===== config.mk =====
export PLATFORM = sky130hd
export DESIGN_NAME = key_debounce_matrix_refresh
export DESIGN_NICKNAME = d
export VERILOG_FILES = /design/src/sv/kdmr_pkg.sv /design/src/sv/key_debounce_matrix_refresh.sv /design/src/sv/kdmr_debounce.sv /design/src/sv/kdmr_scan.sv
export SDC_FILE = /design/constraint.sdc
export NUM_CORES = 1
export LEC_CHECK = 0
export ABC_CLOCK_PERIOD_IN_PS = 7100
export BUFFER_PORTS_ARGS = -buffer_cell sky130_fd_sc_hd__buf_2
export CORE_UTILIZATION = 38
export DETAILED_ROUTE_END_ITERATION = 12
export HOLD_SLACK_MARGIN = 0.15
export PLACE_DENSITY_LB_ADDON = 0.25
export SLEW_MARGIN = 20
export SYNTH_ARGS = -nofsm -noshare
export SYNTH_HDL_FRONTEND = slang
export SYNTH_SLANG_ARGS = --single-unit
export TNS_END_PERCENT = 50

===== constraint.sdc =====
create_clock -name clock -period 7.1 [get_ports clock]
set_input_delay 1.065 -clock clock [delete_from_list [all_inputs] [get_ports clock]]
set_output_delay 1.065 -clock clock [all_outputs]
set_load 0.03 [all_outputs]

===== src/sv/kdmr_pkg.sv =====
// shared constants and types for the key debounce and matrix refresh block
`timescale 1ns / 1ps
`default_nettype none

package kdmr_pkg;

   localparam int NUM_KEYS    = 4;
   localparam int MATRIX_SIZE = 8;
   localparam int SCAN_STEPS  = 2 * MATRIX_SIZE;
   localparam int SCAN_W      = $clog2(SCAN_STEPS);
   localparam int FRAME_IDX_W = SCAN_W - 1;

   localparam int COUNT_W     = 8;
   localparam int COL_IDX_W   = 3;
   localparam int COL_BITS_W  = 8;
   localparam int WORD_W      = 16;

   localparam int CSR_ADDR_W  = 3;
   localparam int CSR_DATA_W  = 32;
   localparam logic [CSR_ADDR_W-3:0] HOLD_TICKS_IDX = '0;
   localparam logic [COUNT_W-1:0]    HOLD_RESET     = 8'd5;

   localparam logic OP_TICK  = 1'b0;
   localparam logic OP_WRITE = 1'b1;

   typedef struct packed {
      logic [NUM_KEYS-1:0] changed;
      logic [NUM_KEYS-1:0] toggle;
      logic [NUM_KEYS-1:0] stable;
   } key_status_type;

   typedef struct packed {
      logic              word_valid;
      logic [WORD_W-1:0] serial_word;
      logic              latch_level;
   } scan_status_type;

endpackage

`default_nettype wire


===== src/sv/key_debounce_matrix_refresh.sv =====
// top level: request register, debounce and scan logic, result register, csr port
`timescale 1ns / 1ps
`default_nettype none

// Debounces four keys and drives an 8x8 LED matrix scan, one result per request.
// A tick request updates the key debouncers and, when the serial link is idle,
// steps the 16-step scan (even steps send a column word with the latch low, odd
// steps raise the latch). A write request loads one frame column. Requests pass
// through an input register and a result register, so a new request is taken
// every cycle while results are taken; a stalled result holds the input. The
// result is registered once the input register advances to it. hold_ticks sits at
// byte address 0 of the csr port and resets to 5; write it only while idle.
module key_debounce_matrix_refresh (
   input  wire logic                               clock,
   input  wire logic                               reset,
   input  wire logic                               req_valid,
   output logic                                    req_ready,
   input  wire logic                               req_op,
   input  wire logic [kdmr_pkg::NUM_KEYS-1:0]      req_raw_keys,
   input  wire logic                               req_spi_busy,
   input  wire logic [kdmr_pkg::COL_IDX_W-1:0]     req_column_index,
   input  wire logic [kdmr_pkg::COL_BITS_W-1:0]    req_column_bits,
   output logic                                    rsp_valid,
   input  wire logic                               rsp_ready,
   output logic [kdmr_pkg::NUM_KEYS-1:0]           rsp_key_changed,
   output logic [kdmr_pkg::NUM_KEYS-1:0]           rsp_key_toggle,
   output logic [kdmr_pkg::NUM_KEYS-1:0]           rsp_key_stable,
   output logic                                    rsp_word_valid,
   output logic [kdmr_pkg::WORD_W-1:0]             rsp_serial_word,
   output logic                                    rsp_latch_level,
   input  wire logic                               psel,
   input  wire logic                               penable,
   input  wire logic                               pwrite,
   input  wire logic [kdmr_pkg::CSR_ADDR_W-1:0]    paddr,
   input  wire logic [kdmr_pkg::CSR_DATA_W-1:0]    pwdata,
   output logic [kdmr_pkg::CSR_DATA_W-1:0]         prdata,
   output logic                                    pready
);
   import kdmr_pkg::*;

   logic [COUNT_W-1:0]    hold_ticks_ff;
   logic                  hold_sel;

   logic                  in_valid_ff;
   logic                  in_op_ff;
   logic [NUM_KEYS-1:0]   in_raw_ff;
   logic                  in_busy_ff;
   logic [COL_IDX_W-1:0]  in_col_idx_ff;
   logic [COL_BITS_W-1:0] in_col_bits_ff;

   logic                  rsp_valid_ff;
   key_status_type        key_ff;
   scan_status_type       scan_ff;

   logic                  advance;
   logic                  is_tick;
   key_status_type        key_status;
   scan_status_type       scan_status;

   assign pready   = 1'b1;
   assign hold_sel = paddr[CSR_ADDR_W-1:2] == HOLD_TICKS_IDX;
   assign prdata   = hold_sel ? CSR_DATA_W'(hold_ticks_ff) : '0;

   always_ff @(posedge clock) begin
      if (reset) begin
         hold_ticks_ff <= HOLD_RESET;
      end else if (psel && penable && pwrite && pready && hold_sel) begin
         hold_ticks_ff <= pwdata[COUNT_W-1:0];
      end
   end

   assign advance   = in_valid_ff & (~rsp_valid_ff | rsp_ready);
   assign req_ready = ~in_valid_ff | advance;
   assign is_tick   = in_op_ff == OP_TICK;

   always_ff @(posedge clock) begin
      if (reset) begin
         in_valid_ff <= 1'b0;
      end else if (req_ready) begin
         in_valid_ff <= req_valid;
      end
   end

   always_ff @(posedge clock) begin
      if (req_valid && req_ready) begin
         in_op_ff       <= req_op;
         in_raw_ff      <= req_raw_keys;
         in_busy_ff     <= req_spi_busy;
         in_col_idx_ff  <= req_column_index;
         in_col_bits_ff <= req_column_bits;
      end
   end

   kdmr_debounce u_debounce (
      .clock      (clock),
      .reset      (reset),
      .tick_en    (advance & is_tick),
      .is_tick    (is_tick),
      .raw_keys   (in_raw_ff),
      .hold_ticks (hold_ticks_ff),
      .status     (key_status)
   );

   kdmr_scan u_scan (
      .clock        (clock),
      .reset        (reset),
      .tick_en      (advance & is_tick),
      .write_en     (advance & (in_op_ff == OP_WRITE)),
      .is_tick      (is_tick),
      .spi_busy     (in_busy_ff),
      .column_index (in_col_idx_ff),
      .column_bits  (in_col_bits_ff),
      .status       (scan_status)
   );

   always_ff @(posedge clock) begin
      if (reset) begin
         rsp_valid_ff <= 1'b0;
      end else if (advance) begin
         rsp_valid_ff <= 1'b1;
      end else if (rsp_ready) begin
         rsp_valid_ff <= 1'b0;
      end
   end

   always_ff @(posedge clock) begin
      if (advance) begin
         key_ff  <= key_status;
         scan_ff <= scan_status;
      end
   end

   assign rsp_valid       = rsp_valid_ff;
   assign rsp_key_changed = key_ff.changed;
   assign rsp_key_toggle  = key_ff.toggle;
   assign rsp_key_stable  = key_ff.stable;
   assign rsp_word_valid  = scan_ff.word_valid;
   assign rsp_serial_word = scan_ff.serial_word;
   assign rsp_latch_level = scan_ff.latch_level;

   a_word_latch_low: assert property (@(posedge clock) disable iff (reset)
      rsp_valid && rsp_word_valid |-> !rsp_latch_level)
      else $error("word sent with latch high");

   a_word_onehot: assert property (@(posedge clock) disable iff (reset)
      rsp_valid && rsp_word_valid |-> $onehot(rsp_serial_word[COL_BITS_W-1:0]))
      else $error("column select not one-hot");

   a_no_word_zero: assert property (@(posedge clock) disable iff (reset)
      rsp_valid && !rsp_word_valid |-> rsp_serial_word == '0)
      else $error("serial word nonzero without send");

   a_changed_stable: assert property (@(posedge clock) disable iff (reset)
      rsp_valid |-> (rsp_key_changed & ~rsp_key_stable) == '0)
      else $error("press pulse on a key that is not stable high");

endmodule

`default_nettype wire


===== src/sv/kdmr_debounce.sv =====
// per-key edge detect, quiet counters, stable level and toggle bits
`timescale 1ns / 1ps
`default_nettype none

module kdmr_debounce (
   input  wire logic                         clock,
   input  wire logic                         reset,
   input  wire logic                         tick_en,
   input  wire logic                         is_tick,
   input  wire logic [kdmr_pkg::NUM_KEYS-1:0] raw_keys,
   input  wire logic [kdmr_pkg::COUNT_W-1:0]  hold_ticks,
   output kdmr_pkg::key_status_type          status
);
   import kdmr_pkg::*;

   logic [NUM_KEYS-1:0] prev_raw_ff;
   logic [COUNT_W-1:0]  count_ff [NUM_KEYS];
   logic [COUNT_W-1:0]  count_in [NUM_KEYS];
   logic [NUM_KEYS-1:0] stable_ff, stable_in;
   logic [NUM_KEYS-1:0] toggle_ff, toggle_in;
   logic [NUM_KEYS-1:0] changed;

   always_comb begin
      logic [COUNT_W:0] inc;
      stable_in = stable_ff;
      toggle_in = toggle_ff;
      changed   = '0;
      for (int k = 0; k < NUM_KEYS; k++) begin
         inc = {1'b0, count_ff[k]} + 1'b1;
         if (raw_keys[k] != prev_raw_ff[k]) begin
            count_in[k] = '0;
         end else if (inc > {1'b0, hold_ticks}) begin
            count_in[k] = hold_ticks;
         end else begin
            count_in[k] = inc[COUNT_W-1:0];
         end
         if (count_in[k] == hold_ticks && stable_ff[k] != raw_keys[k]) begin
            stable_in[k] = raw_keys[k];
            if (raw_keys[k]) begin
               toggle_in[k] = ~toggle_ff[k];
               changed[k]   = 1'b1;
            end
         end
      end
   end

   always_ff @(posedge clock) begin
      if (reset) begin
         prev_raw_ff <= '0;
         stable_ff   <= '0;
         toggle_ff   <= '0;
         for (int k = 0; k < NUM_KEYS; k++) begin
            count_ff[k] <= '0;
         end
      end else if (tick_en) begin
         prev_raw_ff <= raw_keys;
         stable_ff   <= stable_in;
         toggle_ff   <= toggle_in;
         for (int k = 0; k < NUM_KEYS; k++) begin
            count_ff[k] <= count_in[k];
         end
      end
   end

   always_comb begin
      if (is_tick) begin
         status.changed = changed;
         status.toggle  = toggle_in;
         status.stable  = stable_in;
      end else begin
         status.changed = '0;
         status.toggle  = toggle_ff;
         status.stable  = stable_ff;
      end
   end

endmodule

`default_nettype wire


===== src/sv/kdmr_scan.sv =====
// frame store and matrix scan sequencer with latch control
`timescale 1ns / 1ps
`default_nettype none

module kdmr_scan (
   input  wire logic                            clock,
   input  wire logic                            reset,
   input  wire logic                            tick_en,
   input  wire logic                            write_en,
   input  wire logic                            is_tick,
   input  wire logic                            spi_busy,
   input  wire logic [kdmr_pkg::COL_IDX_W-1:0]  column_index,
   input  wire logic [kdmr_pkg::COL_BITS_W-1:0] column_bits,
   output kdmr_pkg::scan_status_type            status
);
   import kdmr_pkg::*;

   logic [MATRIX_SIZE-1:0] frame_ff [MATRIX_SIZE];
   logic [SCAN_W-1:0]      step_ff, step_in, step_cur;
   logic                   latch_ff, latch_in;
   logic [FRAME_IDX_W-1:0] col;
   logic                   send;
   logic [WORD_W-1:0]      word;

   always_comb begin
      logic [SCAN_W:0] nxt;
      step_cur = (step_ff >= SCAN_STEPS) ? '0 : step_ff;
      col      = step_cur[SCAN_W-1:1];
      nxt      = {1'b0, step_cur} + 1'b1;
      step_in  = (nxt >= SCAN_STEPS) ? '0 : nxt[SCAN_W-1:0];
      send     = ~spi_busy & ~step_cur[0];
      latch_in = spi_busy ? latch_ff : step_cur[0];
      word     = {COL_BITS_W'(frame_ff[col]), COL_BITS_W'(1) << col};
   end

   always_ff @(posedge clock) begin
      if (reset) begin
         step_ff  <= '0;
         latch_ff <= 1'b0;
         for (int c = 0; c < MATRIX_SIZE; c++) begin
            frame_ff[c] <= '0;
         end
      end else begin
         if (tick_en && !spi_busy) begin
            step_ff  <= step_in;
            latch_ff <= latch_in;
         end
         if (write_en && column_index < MATRIX_SIZE) begin
            frame_ff[column_index[FRAME_IDX_W-1:0]] <= column_bits[MATRIX_SIZE-1:0];
         end
      end
   end

   always_comb begin
      if (is_tick) begin
         status.word_valid  = send;
         status.serial_word = send ? word : '0;
         status.latch_level = latch_in;
      end else begin
         status.word_valid  = 1'b0;
         status.serial_word = '0;
         status.latch_level = latch_ff;
      end
   end

endmodule

`default_nettype wire

# Word-level counts from Yosys, hierarchy flattened
# Memories as Yosys holds them, arrays and structs flattened. A register that Yosys moved wholly into a read port is not among the register bits.
# Index checks and enable logic that the tools add are counted.
# word_totals
reg_bits	74
ramBits	96
wordCells	135
mem_count	2
# mem_list
name	words	word_bits	rd	rd_clocked_by_memory_dff	wr	line	rtl
u_scan.frame_ff	8	8	1	1	8	kdmr_scan.sv:18	logic [MATRIX_SIZE-1:0] frame_ff [MATRIX_SIZE];
u_debounce.count_ff	4	8	4	0	4	kdmr_debounce.sv:17	logic [COUNT_W-1:0] count_ff [NUM_KEYS];
# op_classes
add_sub_neg	5
magnitude_cmp	5
n_eq_ne	12
n_shift	1
mux	46
bitwise_logic	25
reduce_logical	17
# op_table
operator	n
$mux 8	15
$add 8x1->9 const B	4
$gt 9x8->1	4
$eq 8x8->1	4
$mux 1	29
$not 1->1	15
$reduce_or 2->1	5
$logic_and 1x1->1	9
$ne 1x1->1	8
$reduce_or 8->1	1
$shl 1x3->8 const A	1
$or 1x1->1	6
$add 4x1->5 const B	1
$ge 5x5->1 const B	1
$and 1x1->1	4
$mux 4	1
$mux 3	1
$reduce_bool 2->1	1
$logic_not 1->1	1

# Depth between registers and ports, before layout
# logic_depth
ltp_word	9
depth_mapped	13

# Hierarchy
# A second synthesis with hierarchy kept.
# hier_totals
hier_cells	860
area_unflattened_um2	9570.4
# by_module_without_submodules
mod	n_inst	cells_per_inst	area_per_inst_um2	seq_area_each_um2
kdmr_debounce	1	467	4026.4	1201.2
kdmr_scan	1	263	3413.3	2082.0
key_debounce_matrix_refresh	1	130	2130.8	1611.5

# Worst setup path after synthesis
# No wires, ideal clock.
# synth_path
kind	register to register
start	memory u_debounce.count_ff[1][0]
end	register key_ff (netlist bit rsp_key_toggle[1]) (data pin)
arrival_time_ns	2.952
t_required_ns	6.831
slack_ns	3.878
path_stages_with_launch	14
n_path_buf	0
period_less_slack_ns	3.222
cell_sequence	edfxtp_1 ha_1 and2_1 xnor2_1 inv_1 ha_1 nand4_1 o31a_1 o21ai_0 nand2_1 or2_2 o221ai_1 nor3_1 xor2_1
# synth_lines
element	line	rtl
from (decl)	kdmr_debounce.sv:17	
to (signal assigned)	key_debounce_matrix_refresh.sv:128	key_ff <= key_status;
to (decl)	key_debounce_matrix_refresh.sv:52	key_status_type key_ff;

==> reports/metrics.yaml <==
outcome:
  status: "completed"
route:
  avgViaCountPerCell: 5.14
  wl_per_cell_um: 16.8
  wirelength_um: 20200
  drtIter0Drc: 458
  antenna_left: 0
  vias: 6199
  drc: 0
  drt_pass1_iterations: 5
timing:
  worst_slew_pin_slew_ns: 0.859
  slew_headroom: 0.427
  drv_slew: 0
  fin_setup_tns_ns: 0
  final_hold_viol_count: 0
  fmax_mhz: 237
  grt_setup_unrepaired: "false"
  fin_skew_ns: 0.0114
  whs_ns: 0.461
  setup_viol: 0
  post-route-period-util: 0.594
  layout_min_cycle_time_ns: 4.22
die:
  die_width_um: 156
  io_pins: 124
  die_area_mm2: 0.0245
  die_h_um: 156
  start_util: 0.387
  fp-row-count: 56
  core_mm2: 0.0234
placement:
  globalplace.congestion: 0.858
  hpwl_um: 14100
  port-buffer-count: 72
finish:
  finalNetCount: 970
  drive_above_1_share: 0.172
  n_antenna_cell: 0
  area_growth_pct: 13.3
  final_cell_mix: "edfxtp_1 (143), nor2_1 (84), buf_2 (72), and2_1 (66), nand2_1 (62)"
  layout_commonest_cell: "edfxtp_1"
cts:
  postCtsSetupBuffers: 0
  cts_buffer_depth: 2
  cts.repair.resized: 0
  cts_tree: "yes"
  clkSlewWorstSetupHoldPaths_ns: 0.07
  numCtsBuffers: 17
  clock_tree.root_cell: "clkbuf_16"
  holdBufCountCts: 0
  htree_levels: 4
  clk_latency_ns: 0.44
  cts_num_sinks: 170
synth:
  syn_area_per_cell_um2: 11.2
  synth_edf_count: 143
  syn_inst: 808
  async_reset_ff_frac: 0
  yosysUniqueCellTypes: 63
  syn-cell-area_mm2: 0.00906
  synth_seq_cells: 170
  ys.flop_type: "edfxtp_1"
  ys_seq_area_frac: 0.534
  ys_warn_count: 0
global_route:
  grt_pass1_vias: 5980
  grt_usage: 0.173
  grt_pass1_wl_um: 32000
  gr-total-overflow: 0
  grt_max_degree: 42
  antenna_found_initial: 0
run:
  maxCapViolations: 0
power_and_ir_drop:
  p_leak_nw: 3.88
  ir_worst_vdd_mv: 0.166
  power_density_mw_per_mm2: 227
setup_path:
  critPathLaunchType: "register"
  crit_path_end_kind: "register"
  required_ns: 7.27
  cp.arrival_ns: 4.39
  path_max_fanout: 17
  crit_type: "reg -> reg"
worst_hold_path:
  worstHoldPathType: "reg -> reg"
[flip-flops by register name, indices dropped and copies added (netlist names), 3 cells and up]
register                cells
u_debounce.stable_ff        4
rsp_key_changed             4
rsp_key_stable              4
u_debounce.prev_raw_ff      4
hold_ticks_ff               8
in_raw_ff                   4
u_debounce.count_ff        32
u_scan.frame_ff            64
u_debounce.toggle_ff        4
u_scan.step_cur             4
in_col_bits_ff              8
in_col_idx_ff               3
rsp_serial_word            16
rsp_key_toggle              4
[cells by family (layout without fill, tap and decap cells)]
kind of cell	after synthesis	in the layout	share of synthesized area
multiplexers	37	37	0.0637
flip-flops	170	170	0.534
adder cells (fa/ha/maj)	37	37	0.0511
other	2	25	0.000829
XOR/XNOR	35	35	0.0355
AO/OA/AOI/OAI	124	124	0.0908
buffers and inverters	82	138	0.0446
AND/OR/NAND/NOR	321	321	0.180
[per-stage QoR]
| step | worst slack (ns) | cells | util | instance area (um^2) | power, mW |
|---|---|---|---|---|---|
| finish | 2.88 | 1206 | 0.438 | 10300 | 2.33 |
| detailed placement | 2.96 | 1174 | 0.413 | 9660 | 1.43 |
| CTS | 2.94 | 1206 | 0.438 | 10300 | 2.35 |
| global route | 2.56 | 1206 | 0.438 | 10300 | 2.42 |
| global placement | 3.02 | 1174 | 0.413 | 9660 | 1.43 |
| floorplan | 3.88 | 831 | - | 9140 | 1.36 |
[power breakdown]
group          internal (mW)  switching (mW)
sequential              1.12          0.0323
clock                  0.477           0.446
combinational         0.0849           0.168
[cell type report]
type                    instances  area [um^2]
clock buffers                  18          429
clock inverters                14          170
fillers                      2232        13100
inverters                      25         93.8
multi-input cells             579         3900
flip-flops and latches        170         4840
well taps                     319          399
repair buffers                 81          428
[synth_stat cells, drive strengths merged, types with 5 or more instances]
library cell / number / share of area
mux2: 5 / 0.0062
mux2i: 16 / 0.018
and2: 67 / 0.046
nand2b: 12 / 0.0083
a221oi: 6 / 0.0058
a21oi: 38 / 0.021
o22ai: 7 / 0.0048
nor4: 6 / 0.0041
nor2b: 7 / 0.0048
nor3: 17 / 0.0099
nand3: 19 / 0.011
nand2: 62 / 0.026
o21ai: 16 / 0.0088
buf: 30 / 0.023
and3: 7 / 0.0048
clkbuf: 27 / 0.011
ha: 37 / 0.051
or2: 12 / 0.0083
inv: 22 / 0.0091
xor2: 17 / 0.017
edfxtp: 143 / 0.47
dfxtp: 27 / 0.060
o31ai: 5 / 0.0041
xnor2: 18 / 0.018
nor2: 84 / 0.035
o221ai: 7 / 0.0068
mux4: 16 / 0.040
a211oi: 23 / 0.019
nand4: 11 / 0.0076
or3: 5 / 0.0035
[worst max-delay path, cell delays in order, from the launching register on]
cell and delay (ns):
edfxtp_1 0.54, ha_1 0.28, nand3_1 0.11, xnor2_1 0.42, ha_1 0.34, a211oi_1 0.22
o21ai_0 0.13, o21ai_0 0.35, nand2_1 0.41, or2_2 0.40, o221ai_1 0.44, nor3_1 0.15
xor2_1 0.17
[metal layers]
| layer | vias to the layer above | track usage | share of wire |
|---|---|---|---|
| met1 | 2929 | 0.231 | 0.46 |
| met3 | 22 | 0.0307 | 0.051 |
| met4 | 0 | 0.0556 | 0.015 |
| met2 | 187 | 0.286 | 0.47 |
| li1 | 3061 | - | - |
| met5 | - | 0 | 0 |
[path summary, 6_finish.rpt]
check                 endpoint  cells after the start  slack, ns                       from
max reg2reg  rsp_key_toggle[1]                     12       2.88  u_debounce.count_ff[1][0]
min            u_scan.latch_ff                      2       0.46            u_scan.latch_ff
max          rsp_key_toggle[1]                     12       2.88  u_debounce.count_ff[1][0]
min reg2reg    u_scan.latch_ff                      2       0.46            u_scan.latch_ff
No activity file was read; power rests on OpenSTA's default activity.
